<file path="config.mk">
export PLATFORM = sky130hd
export DESIGN_NAME = flac_metadata_block_filter_unit
export DESIGN_NICKNAME = d
export VERILOG_FILES = /design/src/hdl/fmbf_pkg.sv /design/src/hdl/fmbf_front.sv /design/src/hdl/fmbf_queue.sv /design/src/hdl/fmbf_back.sv /design/src/hdl/flac_metadata_block_filter_unit.sv
export SDC_FILE = /design/constraint.sdc
export NUM_CORES = 1
export LEC_CHECK = 0
export BUFFER_PORTS_ARGS = -buffer_cell sky130_fd_sc_hd__buf_4
export CAP_MARGIN = 30
export CORE_MARGIN = 4
export CORE_UTILIZATION = 55
export CTS_CLUSTER_SIZE = 12
export DETAILED_ROUTE_END_ITERATION = 12
export GPL_ROUTABILITY_DRIVEN = 0
export PLACE_DENSITY = 0.84
export REMOVE_ABC_BUFFERS = 1
export SYNTH_ARGS = -nofsm -noshare
export SYNTH_HDL_FRONTEND = slang
export SYNTH_HIERARCHICAL = 1
export SYNTH_SLANG_ARGS = --single-unit
</file>
<file path="constraint.sdc">
create_clock -name clk -period 3.38 [get_ports clk]
set_clock_uncertainty 0.05 [all_clocks]
set_input_delay 0.169 -clock clk [delete_from_list [all_inputs] [get_ports clk]]
set_output_delay 0.169 -clock clk [all_outputs]
set_load 0.01 [all_outputs]
</file>
<file path="src/hdl/fmbf_pkg.sv">
// Shared types, codes and constants for the FLAC metadata block filter.
`default_nettype none
package fmbf_pkg;

  // Field widths
  localparam int unsigned BYTE_W   = 8;
  localparam int unsigned ROUTE_W  = 2;
  localparam int unsigned TYPE_W   = 7;
  localparam int unsigned ERR_W    = 2;
  localparam int unsigned MODE_W   = 2;
  localparam int unsigned CFG_ADDR_W = 1;
  localparam int unsigned CFG_DATA_W = 2;
  localparam int unsigned LEN_W    = 24;
  localparam int unsigned TUSER_W  = 16;

  // Default depth of the queue between parser and output stage
  localparam int unsigned QUEUE_DEPTH = 4;

  // Configuration register indexes
  localparam logic [CFG_ADDR_W-1:0] CFG_EDIT_MODE      = 1'd0;
  localparam logic [CFG_ADDR_W-1:0] CFG_IGNORE_PICTURE = 1'd1;

  // Edit modes (anything else is an "other" edit mode)
  localparam logic [MODE_W-1:0] MODE_LIST  = 2'd0;
  localparam logic [MODE_W-1:0] MODE_WRITE = 2'd1;

  // Routes
  localparam logic [ROUTE_W-1:0] ROUTE_DROP    = 2'd0;
  localparam logic [ROUTE_W-1:0] ROUTE_STREAM  = 2'd1;
  localparam logic [ROUTE_W-1:0] ROUTE_COMMENT = 2'd2;
  localparam logic [ROUTE_W-1:0] ROUTE_PICTURE = 2'd3;

  // Error codes
  localparam logic [ERR_W-1:0] ERR_NONE     = 2'd0;
  localparam logic [ERR_W-1:0] ERR_NOT_FLAC = 2'd1;
  localparam logic [ERR_W-1:0] ERR_BAD_META = 2'd2;

  // Metadata block types
  localparam logic [TYPE_W-1:0] TYPE_STREAMINFO = 7'd0;
  localparam logic [TYPE_W-1:0] TYPE_PADDING    = 7'd1;
  localparam logic [TYPE_W-1:0] TYPE_COMMENT    = 7'd4;
  localparam logic [TYPE_W-1:0] TYPE_PICTURE    = 7'd6;
  localparam logic [TYPE_W-1:0] TYPE_INVALID    = 7'd127;

  // Required STREAMINFO payload length
  localparam logic [LEN_W-1:0] STREAMINFO_LEN = 24'd34;

  // One result item
  typedef struct packed {
    logic [ERR_W-1:0]   error_code;
    logic               metadata_done;
    logic               block_end;
    logic [TYPE_W-1:0]  block_type;
    logic [ROUTE_W-1:0] route;
    logic [BYTE_W-1:0]  out_byte;
  } result_t;

  // Stream magic "fLaC", one byte per position
  function automatic logic [BYTE_W-1:0] magic_byte(input logic [1:0] pos);
    logic [BYTE_W-1:0] m;
    case (pos)
      2'd0:    m = 8'h66;
      2'd1:    m = 8'h4C;
      2'd2:    m = 8'h61;
      2'd3:    m = 8'h43;
      default: m = 8'h00;
    endcase
    return m;
  endfunction

endpackage
`default_nettype wire

</file>
<file path="src/hdl/fmbf_front.sv">
// Front end: configuration registers and the byte-serial metadata walker.
`default_nettype none
module fmbf_front (
  input  wire logic                                  clk,
  input  wire logic                                  rst_n,
  input  wire logic                                  cfg_we,
  input  wire logic [fmbf_pkg::CFG_ADDR_W-1:0]       cfg_addr,
  input  wire logic [fmbf_pkg::CFG_DATA_W-1:0]       cfg_wdata,
  input  wire logic                                  in_valid,
  input  wire logic [fmbf_pkg::BYTE_W-1:0]           in_data,
  output      logic                                  in_ready,
  input  wire logic                                  q_full,
  output      logic                                  push,
  output      fmbf_pkg::result_t                     res
);

  typedef enum logic [3:0] {
    PH_MAGIC   = 4'b0001,
    PH_HEADER  = 4'b0010,
    PH_PAYLOAD = 4'b0100,
    PH_AUDIO   = 4'b1000
  } phase_t;

  // Payload route picked on header byte zero
  function automatic logic [fmbf_pkg::ROUTE_W-1:0] choose_route(
    input logic [fmbf_pkg::TYPE_W-1:0] t,
    input logic [fmbf_pkg::MODE_W-1:0] mode,
    input logic                        ign
  );
    logic [fmbf_pkg::ROUTE_W-1:0] r;
    if (t == fmbf_pkg::TYPE_COMMENT) begin
      r = fmbf_pkg::ROUTE_COMMENT;
    end else if (t == fmbf_pkg::TYPE_PADDING) begin
      r = fmbf_pkg::ROUTE_DROP;
    end else if (t == fmbf_pkg::TYPE_PICTURE) begin
      if (mode == fmbf_pkg::MODE_LIST) begin
        r = ign ? fmbf_pkg::ROUTE_DROP : fmbf_pkg::ROUTE_PICTURE;
      end else if (mode == fmbf_pkg::MODE_WRITE) begin
        r = ign ? fmbf_pkg::ROUTE_STREAM : fmbf_pkg::ROUTE_DROP;
      end else begin
        r = fmbf_pkg::ROUTE_STREAM;
      end
    end else begin
      r = (mode == fmbf_pkg::MODE_LIST) ? fmbf_pkg::ROUTE_DROP : fmbf_pkg::ROUTE_STREAM;
    end
    return r;
  endfunction

  logic [fmbf_pkg::MODE_W-1:0]  edit_mode_r;
  logic                         ign_pic_r;

  phase_t                       phase_r, phase_nxt;
  logic [1:0]                   pos_r, pos_nxt;
  logic [fmbf_pkg::LEN_W-1:0]   rem_r, rem_nxt;
  logic [fmbf_pkg::TYPE_W-1:0]  type_r, type_nxt;
  logic                         last_r, last_nxt;
  logic                         any_seen_r, any_seen_nxt;
  logic                         cmt_seen_r, cmt_seen_nxt;
  logic [fmbf_pkg::ROUTE_W-1:0] route_r, route_nxt;
  logic [fmbf_pkg::ERR_W-1:0]   err_r, err_nxt;

  logic [fmbf_pkg::ERR_W-1:0]   err;
  logic [fmbf_pkg::TYPE_W-1:0]  hdr_type;
  logic [fmbf_pkg::LEN_W-1:0]   rem_shift;
  logic [fmbf_pkg::LEN_W-1:0]   rem_dec;
  logic                         finish;
  logic                         accept;

  assign in_ready  = !q_full;
  assign accept    = in_valid && in_ready;
  assign push      = accept;
  assign hdr_type  = in_data[fmbf_pkg::TYPE_W-1:0];
  assign rem_shift = {rem_r[fmbf_pkg::LEN_W-fmbf_pkg::BYTE_W-1:0], in_data};
  assign rem_dec   = rem_r - fmbf_pkg::LEN_W'(1);

  // Configuration writes
  always_ff @(posedge clk) begin
    if (!rst_n) begin
      edit_mode_r <= fmbf_pkg::MODE_LIST;
      ign_pic_r   <= 1'b0;
    end else if (cfg_we) begin
      case (cfg_addr)
        fmbf_pkg::CFG_EDIT_MODE:      edit_mode_r <= cfg_wdata;
        fmbf_pkg::CFG_IGNORE_PICTURE: ign_pic_r   <= cfg_wdata[0];
        default: ;
      endcase
    end
  end

  // Walker: result and next state for the byte on the input
  always_comb begin
    phase_nxt    = phase_r;
    pos_nxt      = pos_r;
    rem_nxt      = rem_r;
    type_nxt     = type_r;
    last_nxt     = last_r;
    any_seen_nxt = any_seen_r;
    cmt_seen_nxt = cmt_seen_r;
    route_nxt    = route_r;
    err_nxt      = err_r;
    err          = fmbf_pkg::ERR_NONE;
    finish       = 1'b0;
    res          = '0;
    res.out_byte = in_data;

    if (err_r != fmbf_pkg::ERR_NONE) begin
      res.error_code = err_r;
    end else begin
      case (phase_r)
        PH_MAGIC: begin
          if (in_data != fmbf_pkg::magic_byte(pos_r)) begin
            err = fmbf_pkg::ERR_NOT_FLAC;
          end else begin
            res.route = fmbf_pkg::ROUTE_STREAM;
            pos_nxt   = 2'(pos_r + 2'd1);
            if (pos_r == 2'd3) begin
              phase_nxt = PH_HEADER;
            end
          end
        end
        PH_HEADER: begin
          if (pos_r == 2'd0) begin
            if ((hdr_type == fmbf_pkg::TYPE_STREAMINFO && any_seen_r) ||
                hdr_type == fmbf_pkg::TYPE_INVALID ||
                (cmt_seen_r && hdr_type == fmbf_pkg::TYPE_COMMENT)) begin
              err = fmbf_pkg::ERR_BAD_META;
            end else begin
              type_nxt     = hdr_type;
              last_nxt     = in_data[fmbf_pkg::BYTE_W-1];
              any_seen_nxt = 1'b1;
              if (hdr_type == fmbf_pkg::TYPE_COMMENT) begin
                cmt_seen_nxt = 1'b1;
              end
              route_nxt      = choose_route(hdr_type, edit_mode_r, ign_pic_r);
              rem_nxt        = '0;
              res.out_byte   = {1'b0, hdr_type};
              res.route      = (route_nxt == fmbf_pkg::ROUTE_STREAM) ?
                               fmbf_pkg::ROUTE_STREAM : fmbf_pkg::ROUTE_DROP;
              res.block_type = hdr_type;
              pos_nxt        = 2'd1;
            end
          end else begin
            rem_nxt = rem_shift;
            if (pos_r == 2'd3 && type_r == fmbf_pkg::TYPE_STREAMINFO &&
                rem_shift != fmbf_pkg::STREAMINFO_LEN) begin
              err = fmbf_pkg::ERR_BAD_META;
            end else begin
              res.route      = (route_r == fmbf_pkg::ROUTE_STREAM) ?
                               fmbf_pkg::ROUTE_STREAM : fmbf_pkg::ROUTE_DROP;
              res.block_type = type_r;
              pos_nxt        = 2'(pos_r + 2'd1);
              if (pos_r == 2'd3) begin
                if (rem_shift == '0) begin
                  finish = 1'b1;
                end else begin
                  phase_nxt = PH_PAYLOAD;
                end
              end
            end
          end
        end
        PH_PAYLOAD: begin
          res.route      = route_r;
          res.block_type = type_r;
          rem_nxt        = rem_dec;
          if (rem_dec == '0) begin
            finish = 1'b1;
          end
        end
        default: begin
          res.route = (edit_mode_r == fmbf_pkg::MODE_LIST) ?
                      fmbf_pkg::ROUTE_DROP : fmbf_pkg::ROUTE_STREAM;
        end
      endcase

      // End of a metadata block
      if (finish) begin
        res.block_end     = 1'b1;
        res.metadata_done = last_r;
        phase_nxt         = last_r ? PH_AUDIO : PH_HEADER;
        pos_nxt           = 2'd0;
      end

      // A new error blanks the result and sticks
      if (err != fmbf_pkg::ERR_NONE) begin
        res            = '0;
        res.out_byte   = in_data;
        res.error_code = err;
        err_nxt        = err;
      end
    end
  end

  // Walker state
  always_ff @(posedge clk) begin
    if (!rst_n) begin
      phase_r    <= PH_MAGIC;
      pos_r      <= 2'd0;
      rem_r      <= '0;
      type_r     <= '0;
      last_r     <= 1'b0;
      any_seen_r <= 1'b0;
      cmt_seen_r <= 1'b0;
      route_r    <= fmbf_pkg::ROUTE_DROP;
      err_r      <= fmbf_pkg::ERR_NONE;
    end else if (accept) begin
      phase_r    <= phase_nxt;
      pos_r      <= pos_nxt;
      rem_r      <= rem_nxt;
      type_r     <= type_nxt;
      last_r     <= last_nxt;
      any_seen_r <= any_seen_nxt;
      cmt_seen_r <= cmt_seen_nxt;
      route_r    <= route_nxt;
      err_r      <= err_nxt;
    end
  end

`ifndef SYNTHESIS
  // Once set, the error holds until reset
  a_err_sticky: assert property (@(posedge clk) disable iff (!rst_n)
    err_r != fmbf_pkg::ERR_NONE |=> err_r == $past(err_r))
    else $error("sticky error changed");

  // An erroring result carries no route or block type
  a_err_blank: assert property (@(posedge clk) disable iff (!rst_n)
    push && res.error_code != fmbf_pkg::ERR_NONE |->
      res.route == fmbf_pkg::ROUTE_DROP && res.block_type == '0)
    else $error("error result not blanked");

  // Metadata end only comes on a block end
  a_done_on_end: assert property (@(posedge clk) disable iff (!rst_n)
    push && res.metadata_done |-> res.block_end)
    else $error("metadata_done without block_end");
`endif

endmodule
`default_nettype wire

</file>
<file path="src/hdl/fmbf_queue.sv">
// Short result queue between the walker and the output stage.
`default_nettype none
module fmbf_queue #(
  parameter int unsigned DEPTH = fmbf_pkg::QUEUE_DEPTH
) (
  input  wire logic              clk,
  input  wire logic              rst_n,
  input  wire logic              push,
  input  wire fmbf_pkg::result_t push_data,
  input  wire logic              pop,
  output      logic              full,
  output      logic              not_empty,
  output      fmbf_pkg::result_t head
);

  localparam int unsigned AW = (DEPTH > 1) ? $clog2(DEPTH) : 1;
  localparam int unsigned CW = $clog2(DEPTH + 1);
  localparam logic [AW-1:0] LAST_SLOT = AW'(DEPTH - 1);

  fmbf_pkg::result_t slot_r [DEPTH];
  logic [AW-1:0] wr_ptr_r, rd_ptr_r;
  logic [CW-1:0] count_r;

  assign full      = (count_r == CW'(DEPTH));
  assign not_empty = (count_r != '0);
  assign head      = slot_r[rd_ptr_r];

  // Storage
  always_ff @(posedge clk) begin
    if (push) begin
      slot_r[wr_ptr_r] <= push_data;
    end
  end

  // Pointers and fill count
  always_ff @(posedge clk) begin
    if (!rst_n) begin
      wr_ptr_r <= '0;
      rd_ptr_r <= '0;
      count_r  <= '0;
    end else begin
      if (push) begin
        wr_ptr_r <= (wr_ptr_r == LAST_SLOT) ? '0 : AW'(wr_ptr_r + 1'b1);
      end
      if (pop) begin
        rd_ptr_r <= (rd_ptr_r == LAST_SLOT) ? '0 : AW'(rd_ptr_r + 1'b1);
      end
      if (push && !pop) begin
        count_r <= CW'(count_r + 1'b1);
      end else if (pop && !push) begin
        count_r <= CW'(count_r - 1'b1);
      end
    end
  end

`ifndef SYNTHESIS
  a_count_bound: assert property (@(posedge clk) disable iff (!rst_n)
    count_r <= CW'(DEPTH))
    else $error("queue count out of range");

  a_no_overflow: assert property (@(posedge clk) disable iff (!rst_n)
    !(push && full))
    else $error("push into full queue");

  a_no_underflow: assert property (@(posedge clk) disable iff (!rst_n)
    !(pop && !not_empty))
    else $error("pop from empty queue");
`endif

endmodule
`default_nettype wire

</file>
<file path="src/hdl/fmbf_back.sv">
// Back end: output register that drives the result channel.
`default_nettype none
module fmbf_back (
  input  wire logic                            clk,
  input  wire logic                            rst_n,
  input  wire logic                            q_valid,
  input  wire fmbf_pkg::result_t               q_head,
  output      logic                            q_pop,
  output      logic                            out_tvalid,
  input  wire logic                            out_tready,
  output      logic [fmbf_pkg::BYTE_W-1:0]     out_tdata,
  output      logic [fmbf_pkg::TUSER_W-1:0]    out_tuser,
  output      logic                            out_tlast
);

  logic              valid_r;
  fmbf_pkg::result_t data_r;

  // Refill whenever the register is empty or being drained
  assign q_pop = q_valid && (!valid_r || out_tready);

  always_ff @(posedge clk) begin
    if (!rst_n) begin
      valid_r <= 1'b0;
    end else if (q_pop) begin
      valid_r <= 1'b1;
    end else if (out_tready) begin
      valid_r <= 1'b0;
    end
  end

  always_ff @(posedge clk) begin
    if (q_pop) begin
      data_r <= q_head;
    end
  end

  assign out_tvalid = valid_r;
  assign out_tdata  = data_r.out_byte;
  assign out_tlast  = data_r.block_end;
  assign out_tuser  = {4'd0, data_r.error_code, data_r.metadata_done,
                       data_r.block_type, data_r.route};

endmodule
`default_nettype wire

</file>
<file path="src/hdl/flac_metadata_block_filter_unit.sv">
// Top level of the FLAC metadata block filter: walker, queue and output stage.
//
//  channel | dir | handshake                | payload
//  --------+-----+--------------------------+-------------------------------------------
//  in_     | in  | in_tvalid / in_tready    | in_tdata: raw stream byte
//  out_    | out | out_tvalid / out_tready  | out_tdata byte, out_tuser, out_tlast
//  cfg_    | in  | cfg_we                   | cfg_addr, cfg_wdata
//
// One byte per cycle sustained while out_tready is high; out_tvalid is registered.
// The walker updates its state in the cycle a byte transfers; a four-entry queue and the
// output register hold results while out_tready is low, and in_tready drops once it fills.
// rst_n is synchronous: it clears walker state, configuration and the queue, no clearing pass.
`default_nettype none
module flac_metadata_block_filter_unit #(
  parameter int unsigned QUEUE_DEPTH = fmbf_pkg::QUEUE_DEPTH
) (
  input  wire logic                               clk,
  input  wire logic                               rst_n,
  input  wire logic                               cfg_we,
  input  wire logic [fmbf_pkg::CFG_ADDR_W-1:0]    cfg_addr,
  input  wire logic [fmbf_pkg::CFG_DATA_W-1:0]    cfg_wdata,
  input  wire logic                               in_tvalid,
  output      logic                               in_tready,
  input  wire logic [fmbf_pkg::BYTE_W-1:0]        in_tdata,   // [7:0] data_byte
  output      logic                               out_tvalid,
  input  wire logic                               out_tready,
  output      logic [fmbf_pkg::BYTE_W-1:0]        out_tdata,  // [7:0] out_byte
  // [1:0] route, [8:2] block_type, [9] metadata_done, [11:10] error_code, [15:12] zero
  output      logic [fmbf_pkg::TUSER_W-1:0]       out_tuser,
  output      logic                               out_tlast   // block_end
);

  fmbf_pkg::result_t res, q_head;
  logic push, q_full, q_valid, q_pop;

  fmbf_front u_front (
    .clk       (clk),
    .rst_n     (rst_n),
    .cfg_we    (cfg_we),
    .cfg_addr  (cfg_addr),
    .cfg_wdata (cfg_wdata),
    .in_valid  (in_tvalid),
    .in_data   (in_tdata),
    .in_ready  (in_tready),
    .q_full    (q_full),
    .push      (push),
    .res       (res)
  );

  fmbf_queue #(.DEPTH(QUEUE_DEPTH)) u_queue (
    .clk       (clk),
    .rst_n     (rst_n),
    .push      (push),
    .push_data (res),
    .pop       (q_pop),
    .full      (q_full),
    .not_empty (q_valid),
    .head      (q_head)
  );

  fmbf_back u_back (
    .clk        (clk),
    .rst_n      (rst_n),
    .q_valid    (q_valid),
    .q_head     (q_head),
    .q_pop      (q_pop),
    .out_tvalid (out_tvalid),
    .out_tready (out_tready),
    .out_tdata  (out_tdata),
    .out_tuser  (out_tuser),
    .out_tlast  (out_tlast)
  );

endmodule
`default_nettype wire

</file>
==> flow_results.xml, run 1 <==
<?xml version="1.0" encoding="UTF-8"?>
<metrics>
  <group name="timing">
    <metric name="clock.fmax" unit="MHz">323.9</metric>
    <metric name="layout_worst_path_cycle_share" unit="%">91.33</metric>
    <metric name="finalWorstPathRequiredPeriod" unit="ps">3087</metric>
    <metric name="tns" unit="ps">0</metric>
    <metric name="slew_headroom" unit="%">37.92</metric>
    <metric name="hold_viol" unit="">0</metric>
    <metric name="slew_viol_final" unit="">0</metric>
    <metric name="worst-slew-pin-transition" unit="ps">916.7</metric>
    <metric name="setup_viol" unit="">0</metric>
    <metric name="hold-worst-slack" unit="ps">24.15</metric>
    <metric name="rsz0062_at_grt" unit="">no</metric>
  </group>
  <group name="drt">
    <metric name="total_number_of_vias" unit="">5560</metric>
    <metric name="drt_first_iter_violations" unit="">534</metric>
    <metric name="postRouteWirelength" unit="mm">17.43</metric>
    <metric name="firstDrtPassIters" unit="">5</metric>
    <metric name="routed_via_density" unit="">6.362</metric>
    <metric name="routed_antenna_nets" unit="">0</metric>
    <metric name="detail_route.wl_per_cell" unit="um">19.94</metric>
    <metric name="detail_route.drc_violations" unit="">0</metric>
  </group>
  <group name="power_and_ir_drop">
    <metric name="powerDensity" unit="nW/um^2">630.2</metric>
    <metric name="power.ir.vdd_worst" unit="uV">276.5</metric>
    <metric name="p_leak" unit="nW">3.036</metric>
  </group>
  <group name="final_layout">
    <metric name="flow.area_growth_from_synthesis" unit="%">13.07</metric>
    <metric name="final_nets" unit="">710</metric>
    <metric name="insertedDiodeCount" unit="">0</metric>
    <metric name="layout_common_cells" unit="">sky130_fd_sc_hd__edfxtp_1, sky130_fd_sc_hd__dfxtp_1, sky130_fd_sc_hd__buf_4, sky130_fd_sc_hd__nor2_1, sky130_fd_sc_hd__a21oi_1</metric>
    <metric name="final_common_cell" unit="">sky130_fd_sc_hd__edfxtp_1</metric>
    <metric name="layout-drive-gt1-share" unit="%">18.59</metric>
  </group>
  <group name="synth">
    <metric name="synth_top_cells_by_area" unit="">sky130_fd_sc_hd__edfxtp_1, sky130_fd_sc_hd__dfxtp_1, sky130_fd_sc_hd__mux4_2</metric>
    <metric name="mean_post_synth_cell_area" unit="sq um">11.98</metric>
    <metric name="synthDominantAreaCellType" unit="">sky130_fd_sc_hd__edfxtp_1</metric>
    <metric name="synth.ff_latch_count" unit="">162</metric>
    <metric name="post_synth_arst_share" unit="%">0</metric>
    <metric name="yosys_warnings" unit="">6</metric>
    <metric name="postSynthCellCount" unit="">653</metric>
    <metric name="yosysSeqAreaShare" unit="%">54.90</metric>
    <metric name="synth_enable_flop_cells" unit="">105</metric>
    <metric name="syn_area" unit="sq um">7821</metric>
    <metric name="ys_dominant_reg_cell" unit="">sky130_fd_sc_hd__edfxtp_1</metric>
    <metric name="post_synth_num_cell_types" unit="">84</metric>
    <metric name="post-synth-top-area-fraction" unit="%">40.31</metric>
  </group>
  <group name="setup_path">
    <metric name="critPathKind" unit="">reg2reg</metric>
    <metric name="cp_slowest_stage_delay" unit="ps">390</metric>
    <metric name="timing.critical_path.slowest_stage_cell" unit="">sky130_fd_sc_hd__o31a_1</metric>
    <metric name="critical_path.endpoint_type" unit="">flip-flop</metric>
    <metric name="worst_setup_path_start_kind" unit="">flip-flop</metric>
    <metric name="cp.arrival" unit="ps">3290</metric>
    <metric name="worst_r2r_startpoint" unit="">u_front/rem_r[0]</metric>
    <metric name="worstPathCellList" unit="">inv_1 -&gt; ha_1 -&gt; nor3b_1 -&gt; nand4_2 -&gt; o31a_1 -&gt; o211ai_2 -&gt; nand3_2 -&gt; nor3_4 -&gt; a22o_1</metric>
    <metric name="critical-path-top-delay-family" unit="">simple AND/OR/NAND/NOR gates</metric>
    <metric name="crit_required" unit="ps">3580</metric>
    <metric name="critPathBufInv" unit="">1</metric>
    <metric name="crit_path_start" unit="">u_front/rem_r[0]</metric>
    <metric name="worstPathMaxFanout" unit="">9</metric>
  </group>
  <group name="clock_network">
    <metric name="cts.reportedPaths.clkPinSlew" unit="ps">60</metric>
    <metric name="cts-htree-levels" unit="">4</metric>
    <metric name="cts.hold.buffers_added" unit="">5</metric>
    <metric name="post-cts-setup-buffer-count" unit="">0</metric>
    <metric name="clock_buffer_count_from_cts" unit="">17</metric>
    <metric name="cts_resized" unit="">0</metric>
    <metric name="clockRootBuffer" unit="">sky130_fd_sc_hd__clkbuf_16</metric>
    <metric name="clock_sinks" unit="">162</metric>
    <metric name="clock_path_buffers" unit="">2</metric>
    <metric name="clk-insertion-delay-late" unit="ps">420</metric>
    <metric name="clock_tree_from_tritoncts" unit="">built</metric>
  </group>
  <group name="worst_hold_path">
    <metric name="hp-class" unit="">in2reg</metric>
    <metric name="min_from" unit="">cfg_wdata[0]</metric>
  </group>
  <group name="job">
    <metric name="drv.max_cap_violation_count" unit="">0</metric>
  </group>
  <group name="placed_design">
    <metric name="numPortBuffers" unit="">38</metric>
    <metric name="dp_hpwl" unit="mm">11.91</metric>
  </group>
  <group name="floorplan">
    <metric name="die_width" unit="um">127.3</metric>
    <metric name="floorplan.core_area" unit="sq um">13880</metric>
    <metric name="io_pins" unit="">43</metric>
    <metric name="die_area" unit="sq um">16190</metric>
    <metric name="num_rows" unit="">43</metric>
    <metric name="initial_core_util" unit="%">56.35</metric>
    <metric name="die_height" unit="um">127.3</metric>
  </group>
  <group name="global_routing">
    <metric name="global_route.overflow_total" unit="">0</metric>
    <metric name="grt_antenna_before_repair" unit="">0</metric>
    <metric name="grt_start_max_net_pins" unit="">59</metric>
    <metric name="global_routing_usage_summed_across_all_routing_layers" unit="%">22.13</metric>
    <metric name="grt_pass1_wl" unit="mm">28.14</metric>
    <metric name="vias_in_the_first_global_route" unit="">5512</metric>
  </group>
  <group name="run_status">
    <metric name="run_status" unit="">finished clean</metric>
  </group>
</metrics>
==> worst register-to-register path: cells and delay by family, from the launching register on <==
family,cells,cell delay [ps]
buffers and inverters,1,100
adder cells (fa/ha/maj),1,360
AO/OA/AOI/OAI,3,900
flip-flops,1,370
AND/OR/NAND/NOR,4,1150
==> where the power goes <==
part	total [mW]	internal (mW)	switching [mW]
combinational	1.11	0.550	0.556
sequential	2.57	2.46	0.117
clock	1.89	1.16	0.729
total	5.57	4.17	1.40
==> state kept, by name, summed over array words and instances (netlist names), named ones only <==
register / flops
u_queue/count_r: 3
u_back/out_tlast: 1
u_back/out_tvalid: 1
u_front/pos_r: 2
u_front/err_r: 2
u_front/route_r: 2
u_queue/rd_ptr_r: 2
u_back/out_tuser: 12
u_front/last_r: 1
u_front/type_r: 7
u_queue/wr_ptr_r: 2
u_front/cmt_seen_r: 1
u_front/ign_pic_r: 1
u_front/edit_mode_r: 2
u_front/any_seen_r: 1
u_queue/slot_r: 84
u_back/out_tdata: 8
u_front/rem_r: 24
u_front/phase_r: 4
==> through the flow <==
step / cells / setup slack, ps / total power [mW] / utilization (%) / area [sq um]
floorplan: 603 / -2431 / 3.221 / - / 7548
global placement: 836 / 556.7 / 3.612 / 58.97 / 8185
detailed placement: 837 / 401.3 / 3.742 / 59.17 / 8213
CTS: 874 / 354.2 / 5.633 / 63.71 / 8843
global route: 874 / 86.41 / 5.808 / 63.71 / 8843
finish: 874 / 292.9 / 5.573 / 63.71 / 8843
==> logic make-up after synthesis <==
family | synth area share (%)
AOI/OAI and AO/OA | 13.93
xor gates and xnor gates | 1.120
adders and majority gates | 2.176
buffers and inverters | 4.447
DFF | 54.90
muxes | 8.687
other | 0.04795
and+or+nand+nor | 14.69
==> synth_stat cells (all sizes together), types with 12 or more instances <==
cell type,instances
mux2i,18
ha,12
nor4,16
buf,27
a21oi,37
clkbuf,26
nand3,15
nor3,16
mux4,21
nor2b,27
a31oi,13
dfxtp,57
edfxtp,105
inv,17
o21ai,21
nor2,51
nand2,31
==> routing by layer <==
metal | vias to the layer above | track usage [%] | part of all wire, %
met5 | - | 0 | 0
met4 | 0 | 7.760 | 2.0
met3 | 31 | 4.599 | 6.6
met2 | 242 | 39.41 | 52
met1 | 2753 | 26.70 | 39
li1 | 2534 | - | -
==> cell type report <==
cell class	count	area [sq um]
Clock buffer	23	447.9
Clock inverter	9	132.6
Fill cell	1025	5037
Inverter	17	63.81
Multi-Input combinational cell	424	3204
Sequential cell	162	4294
Tap cell	180	225.2
Timing Repair Buffer	59	475.5
==> path summary, 6_finish.rpt <==
check,to,slack (ps),depth (start not counted)
setup / recovery,u_queue/slot_r[2][13],290,9
setup reg to reg,u_queue/slot_r[2][13],290,9
hold reg to reg,u_front/rem_r[23],420,2
hold / removal,u_front/ign_pic_r,20,3
Power figures use the tool's default switching activity.
==> run 2: changes to the inputs <==
--- a/config.mk
+++ b/config.mk
@@ -8,11 +8,11 @@
 export BUFFER_PORTS_ARGS = -buffer_cell sky130_fd_sc_hd__buf_4
 export CAP_MARGIN = 30
 export CORE_MARGIN = 4
-export CORE_UTILIZATION = 55
+export CORE_UTILIZATION = 43
 export CTS_CLUSTER_SIZE = 12
 export DETAILED_ROUTE_END_ITERATION = 12
 export GPL_ROUTABILITY_DRIVEN = 0
-export PLACE_DENSITY = 0.84
+export PLACE_DENSITY = 0.71
 export REMOVE_ABC_BUFFERS = 1
 export SYNTH_ARGS = -nofsm -noshare
 export SYNTH_HDL_FRONTEND = slang
==> constraint.sdc (replaced) <==
create_clock -name clk -period 3.9 [get_ports clk]
set_clock_uncertainty 0.05 [all_clocks]
set_input_delay 0.195 -clock clk [delete_from_list [all_inputs] [get_ports clk]]
set_output_delay 0.195 -clock clk [all_outputs]
set_load 0.01 [all_outputs]
==> flow_results.xml, run 2 (same netlist as run 1, synthesis figures left out) <==
<?xml version="1.0" encoding="UTF-8"?>
<metrics>
  <group name="run_status">
    <metric name="run_status" unit="">finished clean</metric>
  </group>
  <group name="drt">
    <metric name="firstDrtPassIters" unit="">5</metric>
    <metric name="detail_route.wirelength.met1" unit="mm">7.014</metric>
    <metric name="detail_route.drc_violations" unit="">0</metric>
    <metric name="met3_length" unit="mm">1.035</metric>
    <metric name="total_number_of_vias" unit="">5400</metric>
    <metric name="drt_first_iter_violations" unit="">436</metric>
    <metric name="top_signal_layer_used" unit="">met4</metric>
    <metric name="detail_route.wl_per_cell" unit="um">18.34</metric>
    <metric name="routed_via_density" unit="">5.882</metric>
    <metric name="met2_length" unit="mm">8.485</metric>
    <metric name="postRouteWirelength" unit="mm">16.83</metric>
    <metric name="routed_antenna_nets" unit="">0</metric>
  </group>
  <group name="floorplan">
    <metric name="die_height" unit="um">142.9</metric>
    <metric name="die_width" unit="um">142.9</metric>
    <metric name="floorplan.core_area" unit="sq um">17900</metric>
    <metric name="die_area" unit="sq um">20410</metric>
    <metric name="io_pins" unit="">43</metric>
    <metric name="num_rows" unit="">49</metric>
    <metric name="initial_core_util" unit="%">43.69</metric>
  </group>
  <group name="setup_path">
    <metric name="cp.arrival" unit="ps">3300</metric>
    <metric name="critPathKind" unit="">reg2reg</metric>
    <metric name="critical_path.endpoint_type" unit="">flip-flop</metric>
    <metric name="critical-path-top-delay-family" unit="">compound AO/OA/AOI/OAI gates</metric>
    <metric name="timing.critical_path.slowest_stage_cell" unit="">sky130_fd_sc_hd__inv_1</metric>
    <metric name="crit_path_start" unit="">u_front/pos_r[0]</metric>
    <metric name="timing.critical_path.mode_cell" unit="">sky130_fd_sc_hd__inv_1</metric>
    <metric name="worstPathMaxFanout" unit="">14</metric>
    <metric name="critPathBufInv" unit="">2</metric>
    <metric name="worstPathCellList" unit="">inv_1 -&gt; ha_1 -&gt; inv_1 -&gt; o211a_1 -&gt; o211ai_1 -&gt; o21ai_0 -&gt; nand3_2 -&gt; nor3_4 -&gt; a22o_1</metric>
    <metric name="worst_r2r_startpoint" unit="">u_front/pos_r[0]</metric>
    <metric name="cp_slowest_stage_delay" unit="ps">430</metric>
    <metric name="crit_required" unit="ps">4120</metric>
    <metric name="worst_setup_path_start_kind" unit="">flip-flop</metric>
  </group>
  <group name="power_and_ir_drop">
    <metric name="p_leak" unit="nW">3.047</metric>
    <metric name="totalPowerFinal" unit="mW">4.865</metric>
    <metric name="powerDensity" unit="nW/um^2">543.7</metric>
    <metric name="power.ir.vdd_worst" unit="uV">399.2</metric>
  </group>
  <group name="final_layout">
    <metric name="layout_common_cells" unit="">sky130_fd_sc_hd__edfxtp_1, sky130_fd_sc_hd__dfxtp_1, sky130_fd_sc_hd__nor2_1, sky130_fd_sc_hd__buf_4, sky130_fd_sc_hd__a21oi_1</metric>
    <metric name="most_flops_register" unit="">u_queue/slot_r</metric>
    <metric name="seq_area" unit="sq um">4294</metric>
    <metric name="final_common_cell" unit="">sky130_fd_sc_hd__edfxtp_1</metric>
    <metric name="layoutNonFillerInstCount" unit="">918</metric>
    <metric name="multi_input_comb_area" unit="sq um">3204</metric>
    <metric name="final_cell_area" unit="sq um">8949</metric>
    <metric name="flow.area_growth_from_synthesis" unit="%">14.41</metric>
    <metric name="largest_register_ff_count" unit="">84</metric>
    <metric name="layout-drive-gt1-share" unit="%">19.01</metric>
    <metric name="num-fill-cells" unit="">1551</metric>
    <metric name="final_nets" unit="">705</metric>
    <metric name="insertedDiodeCount" unit="">0</metric>
  </group>
  <group name="clock_network">
    <metric name="clock_buffer_count_from_cts" unit="">17</metric>
    <metric name="cts-htree-levels" unit="">4</metric>
    <metric name="cts.reportedPaths.clkPinSlew" unit="ps">60</metric>
    <metric name="clockRootBuffer" unit="">sky130_fd_sc_hd__clkbuf_16</metric>
    <metric name="clock_sinks" unit="">162</metric>
    <metric name="clock_path_buffers" unit="">2</metric>
    <metric name="clock_tree_from_tritoncts" unit="">built</metric>
    <metric name="clk-insertion-delay-late" unit="ps">430</metric>
  </group>
  <group name="timing">
    <metric name="layout_worst_path_cycle_share" unit="%">79.01</metric>
    <metric name="hold_viol" unit="">0</metric>
    <metric name="rsz0062_at_grt" unit="">no</metric>
    <metric name="slew_headroom" unit="%">33.57</metric>
    <metric name="clock.fmax" unit="MHz">324.5</metric>
    <metric name="finalWorstPathRequiredPeriod" unit="ps">3081</metric>
    <metric name="setup_viol" unit="">0</metric>
    <metric name="worst-slew-pin-transition" unit="ps">981.0</metric>
    <metric name="slew_viol_final" unit="">0</metric>
  </group>
  <group name="placed_design">
    <metric name="numPortBuffers" unit="">38</metric>
    <metric name="dpl_cell_area" unit="sq um">8319</metric>
    <metric name="dpl.cell_count" unit="">883</metric>
    <metric name="dp_hpwl" unit="mm">11.16</metric>
  </group>
  <group name="global_routing">
    <metric name="global_routing_usage_summed_across_all_routing_layers" unit="%">17.01</metric>
    <metric name="grt_start_max_net_pins" unit="">59</metric>
    <metric name="grt_antenna_before_repair" unit="">0</metric>
    <metric name="grt_pass1_wl" unit="mm">27.38</metric>
    <metric name="global_route.overflow_total" unit="">0</metric>
    <metric name="vias_in_the_first_global_route" unit="">5340</metric>
  </group>
  <group name="job">
    <metric name="drv.max_cap_violation_count" unit="">0</metric>
  </group>
  <group name="worst_hold_path">
    <metric name="hp-class" unit="">in2reg</metric>
    <metric name="min_from" unit="">in_tdata[4]</metric>
  </group>
</metrics>
## run 2: cell types whose count changed in the layout (fill, tap and decap cells not counted), sizes merged
| cell | before | now |
|---|---|---|
| clkinv | 3 | 4 |
| dlygate4sd3 | 5 | 3 |
| buf | 54 | 51 |
| inv | 19 | 24 |
| clkbuf | 23 | 18 |
| bufinv | 3 | 2 |
## run 2: path summary, 6_finish.rpt
kind                                              end  slack, ps  cells after the start
worst max-delay path            u_queue/slot_r[0][13]        820                      9
worst min-delay path             u_queue/slot_r[0][4]         10                      1
worst max register to register  u_queue/slot_r[0][13]        820                      9
worst min register to register     u_front/any_seen_r        420                      1
## run 2: area by class of cell
cell class / count / share of cell area, %
Sequential cell: 162 / 47.99
Multi-Input combinational cell: 424 / 35.81
Timing Repair Buffer: 54 / 5.593
Clock buffer: 18 / 4.796
Tap cell: 229 / 3.202
Clock inverter: 14 / 1.902
Inverter: 17 / 0.7131
## run 2: stage by stage
step | hold WS (ps) | worst slack [ps] | utilization (%) | setup TNS, ps
floorplan | 225.0 | -1911 | - | -57670
global placement | 401.3 | 999.3 | 45.77 | 0
detailed placement | 405.7 | 862.4 | 46.47 | 0
CTS | 6.782 | 865.9 | 49.99 | 0
global route | 13.87 | 529.0 | 49.99 | 0
finish | 9.815 | 818.6 | 49.99 | 0
## run 2: power breakdown
part / switching, mW / internal, mW
clock network: 0.734 / 0.966
registers: 0.0875 / 2.13
logic: 0.460 / 0.492
## run 2: timing repair
action,in CTS,in global routing
gates resized for setup,0,0
endpoints found under the hold margin,3,0
endpoints found under the setup margin,0,0
setup buffers,0,0
hold buffers,3,0
## run 2: metal layers
metal  vias up  global-route usage [%]
met5         -                       0
met4         0                   5.953
met3        33                   3.650
met2       222                   29.20
met1      2611                   21.32
li1       2534                       -
==> run 3: changes to the inputs <==
==> constraint.sdc (replaced) <==
create_clock -name clk -period 3 [get_ports clk]
set_clock_uncertainty 0.05 [all_clocks]
set_input_delay 0.15 -clock clk [delete_from_list [all_inputs] [get_ports clk]]
set_output_delay 0.15 -clock clk [all_outputs]
set_load 0.01 [all_outputs]
==> flow_results.xml, run 3 (same netlist as run 1, synthesis figures left out) <==
<?xml version="1.0" encoding="UTF-8"?>
<metrics>
  <group name="timing">
    <metric name="hold_viol" unit="">0</metric>
    <metric name="setup_viol" unit="">0</metric>
    <metric name="clock.fmax" unit="MHz">366.9</metric>
    <metric name="rsz0062_at_grt" unit="">no</metric>
    <metric name="finalWorstPathRequiredPeriod" unit="ps">2725</metric>
    <metric name="slew_headroom" unit="%">40.66</metric>
    <metric name="layout_worst_path_cycle_share" unit="%">90.85</metric>
    <metric name="timing.final.ws_setup" unit="ps">274.6</metric>
    <metric name="slew_viol_final" unit="">0</metric>
    <metric name="worst-slew-pin-transition" unit="ps">886.9</metric>
  </group>
  <group name="setup_path">
    <metric name="cp_slowest_stage_delay" unit="ps">400</metric>
    <metric name="worstPathCellList" unit="">inv_1 -&gt; ha_1 -&gt; xnor2_1 -&gt; a32oi_1 -&gt; o22a_1 -&gt; o41a_1 -&gt; or3_1 -&gt; a21oi_1 -&gt; o22ai_2</metric>
    <metric name="timing.critical_path.to" unit="">u_front/phase_r[1]</metric>
    <metric name="crit_path_start" unit="">u_front/pos_r[0]</metric>
    <metric name="critical_path.endpoint_type" unit="">flip-flop</metric>
    <metric name="worst_r2r_endpoint" unit="">u_front/phase_r[1]</metric>
    <metric name="worstPathMaxFanout" unit="">12</metric>
    <metric name="worst_setup_path_start_kind" unit="">flip-flop</metric>
    <metric name="r2r.worst_path.cells" unit="">9</metric>
    <metric name="crit_required" unit="ps">3250</metric>
    <metric name="critPathKind" unit="">reg2reg</metric>
    <metric name="reg2reg_slack" unit="ps">270</metric>
    <metric name="timing.critical_path.slowest_stage_cell" unit="">sky130_fd_sc_hd__or3_1</metric>
    <metric name="cp.arrival" unit="ps">2980</metric>
    <metric name="worst_r2r_startpoint" unit="">u_front/pos_r[0]</metric>
  </group>
  <group name="floorplan">
    <metric name="die_width" unit="um">142.9</metric>
    <metric name="floorplan.core_area" unit="sq um">17900</metric>
    <metric name="initial_core_util" unit="%">43.69</metric>
    <metric name="io_pins" unit="">43</metric>
    <metric name="die_height" unit="um">142.9</metric>
    <metric name="die_area" unit="sq um">20410</metric>
    <metric name="num_rows" unit="">49</metric>
  </group>
  <group name="final_layout">
    <metric name="most_flops_register" unit="">u_queue/slot_r</metric>
    <metric name="insertedDiodeCount" unit="">0</metric>
    <metric name="layout-drive-gt1-share" unit="%">21.23</metric>
    <metric name="final_common_cell" unit="">sky130_fd_sc_hd__edfxtp_1</metric>
    <metric name="largest_register_ff_count" unit="">84</metric>
    <metric name="flow.area_growth_from_synthesis" unit="%">16.06</metric>
    <metric name="layout_common_cells" unit="">sky130_fd_sc_hd__edfxtp_1, sky130_fd_sc_hd__buf_4, sky130_fd_sc_hd__dfxtp_1, sky130_fd_sc_hd__nor2_1, sky130_fd_sc_hd__a21oi_1</metric>
    <metric name="final_nets" unit="">732</metric>
  </group>
  <group name="clock_network">
    <metric name="cts.reportedPaths.clkPinSlew" unit="ps">70</metric>
    <metric name="clock_tree_from_tritoncts" unit="">built</metric>
    <metric name="clockRootBuffer" unit="">sky130_fd_sc_hd__clkbuf_16</metric>
    <metric name="clock_path_buffers" unit="">2</metric>
    <metric name="clock_sinks" unit="">162</metric>
    <metric name="cts-htree-levels" unit="">4</metric>
    <metric name="clk-insertion-delay-late" unit="ps">420</metric>
    <metric name="clock_buffer_count_from_cts" unit="">17</metric>
  </group>
  <group name="global_routing">
    <metric name="global_routing_usage_summed_across_all_routing_layers" unit="%">17.03</metric>
    <metric name="vias_in_the_first_global_route" unit="">5390</metric>
    <metric name="grt_start_max_net_pins" unit="">59</metric>
    <metric name="global_route.overflow_total" unit="">0</metric>
    <metric name="grt_pass1_wl" unit="mm">27.64</metric>
    <metric name="grt_antenna_before_repair" unit="">0</metric>
  </group>
  <group name="placed_design">
    <metric name="dp_hpwl" unit="mm">11.41</metric>
    <metric name="numPortBuffers" unit="">38</metric>
    <metric name="detailedPlace.worstSlack" unit="ps">258.3</metric>
  </group>
  <group name="drt">
    <metric name="total_number_of_vias" unit="">5428</metric>
    <metric name="firstDrtPassIters" unit="">5</metric>
    <metric name="routed_antenna_nets" unit="">0</metric>
    <metric name="detail_route.drc_violations" unit="">0</metric>
    <metric name="detail_route.wl_per_cell" unit="um">18.02</metric>
    <metric name="drt_first_iter_violations" unit="">550</metric>
    <metric name="routed_via_density" unit="">5.744</metric>
    <metric name="postRouteWirelength" unit="mm">17.03</metric>
  </group>
  <group name="power_and_ir_drop">
    <metric name="p_leak" unit="nW">3.144</metric>
    <metric name="switching_share" unit="%">27.02</metric>
    <metric name="p_int" unit="mW">4.466</metric>
    <metric name="clkPwrFrac" unit="%">33.4</metric>
    <metric name="p_seq_share" unit="%">46.8</metric>
    <metric name="comb_power_share" unit="%">19.8</metric>
    <metric name="powerDensity" unit="nW/um^2">674.1</metric>
    <metric name="power.ir.vdd_worst" unit="uV">545.9</metric>
    <metric name="power_switching" unit="mW">1.653</metric>
    <metric name="totalPowerFinal" unit="mW">6.119</metric>
  </group>
  <group name="worst_hold_path">
    <metric name="hp-class" unit="">in2reg</metric>
    <metric name="min_from" unit="">in_tdata[7]</metric>
  </group>
  <group name="run_status">
    <metric name="run_status" unit="">finished clean</metric>
  </group>
  <group name="job">
    <metric name="drv.max_cap_violation_count" unit="">0</metric>
  </group>
</metrics>
-- run 3: changes by cell type in the layout (fill, tap and decap cells not counted), sizes merged --
cell	change
clkinv	+2
bufinv	-2
buf	+18
dlygate4sd3	+9
clkbuf	-1
clkinvlp	+1
-- run 3: stage by stage --
step	cell area [sq um]	std cells	setup TNS (ps)	hold WS, ps	utilization [%]
detailed placement	8359	900	0	376.3	46.69
global route	9077	945	0	16.82	50.71
floorplan	7548	603	-108070	180.0	-
finish	9077	945	0	25.55	50.71
CTS	9049	944	0	5.949	50.55
global placement	8359	900	0	371.3	46.69
-- run 3: area by class of cell --
cell class                 instances  area [sq um]
fill                            1517          8825
sequential                       162          4294
clock inverter                    15         143.9
inverter                          17         63.81
tap                              229         286.5
multi-input combinational        424          3226
clock buffer                      17         425.4
timing repair buffer              81         638.1
-- run 3: worst max-delay path, delay by kind of cell, from the launching register on --
kind / cells / cell delay [ps]
compound gates: 5 / 1050
simple gates: 1 / 400
flops: 1 / 390
fa+ha+maj: 1 / 370
xor+xnor: 1 / 250
buf+inv: 1 / 90
-- run 3: worst min-delay path by stage --
stage / end / slack [ps] / cells past startpoint
after floorplan: u_front/phase_r[0] / 180 / 1
after global placement: u_front/edit_mode_r[1] / 370 / 3
after detailed placement: u_front/edit_mode_r[1] / 380 / 3
after CTS: u_front/last_r / 6 / 3
after global routing: u_front/last_r / 20 / 3
final: u_front/last_r / 30 / 3
-- run 3: power groups by stage --
stage	logic, mW	registers, mW	clock network, mW
after floorplan	0.565	3.06	0
after global placement	1.20	2.90	0
after detailed placement	1.23	2.92	0
after CTS	1.25	2.87	2.09
after global routing	1.32	2.90	2.19
final	1.21	2.86	2.04
-- run 3: layer usage --
| metal | vias to the layer above | routed length [um] | global-route usage (%) | part of all wire (%) |
|---|---|---|---|---|
| li1 | 2583 | - | - | - |
| met1 | 2656 | 7446 | 22.16 | 44 |
| met2 | 163 | 8434 | 28.31 | 50 |
| met3 | 26 | 881 | 4.153 | 5.2 |
| met4 | 0 | 264 | 5.253 | 1.6 |
| met5 | - | 0 | 0 | 0 |
-- run 3: timing repair --
action	in CTS	in global routing
buffers inserted	0	1
hold buffers	12	0
gates resized for setup	0	4
endpoints found under the setup margin	0	18
endpoints found under the hold margin	28	0
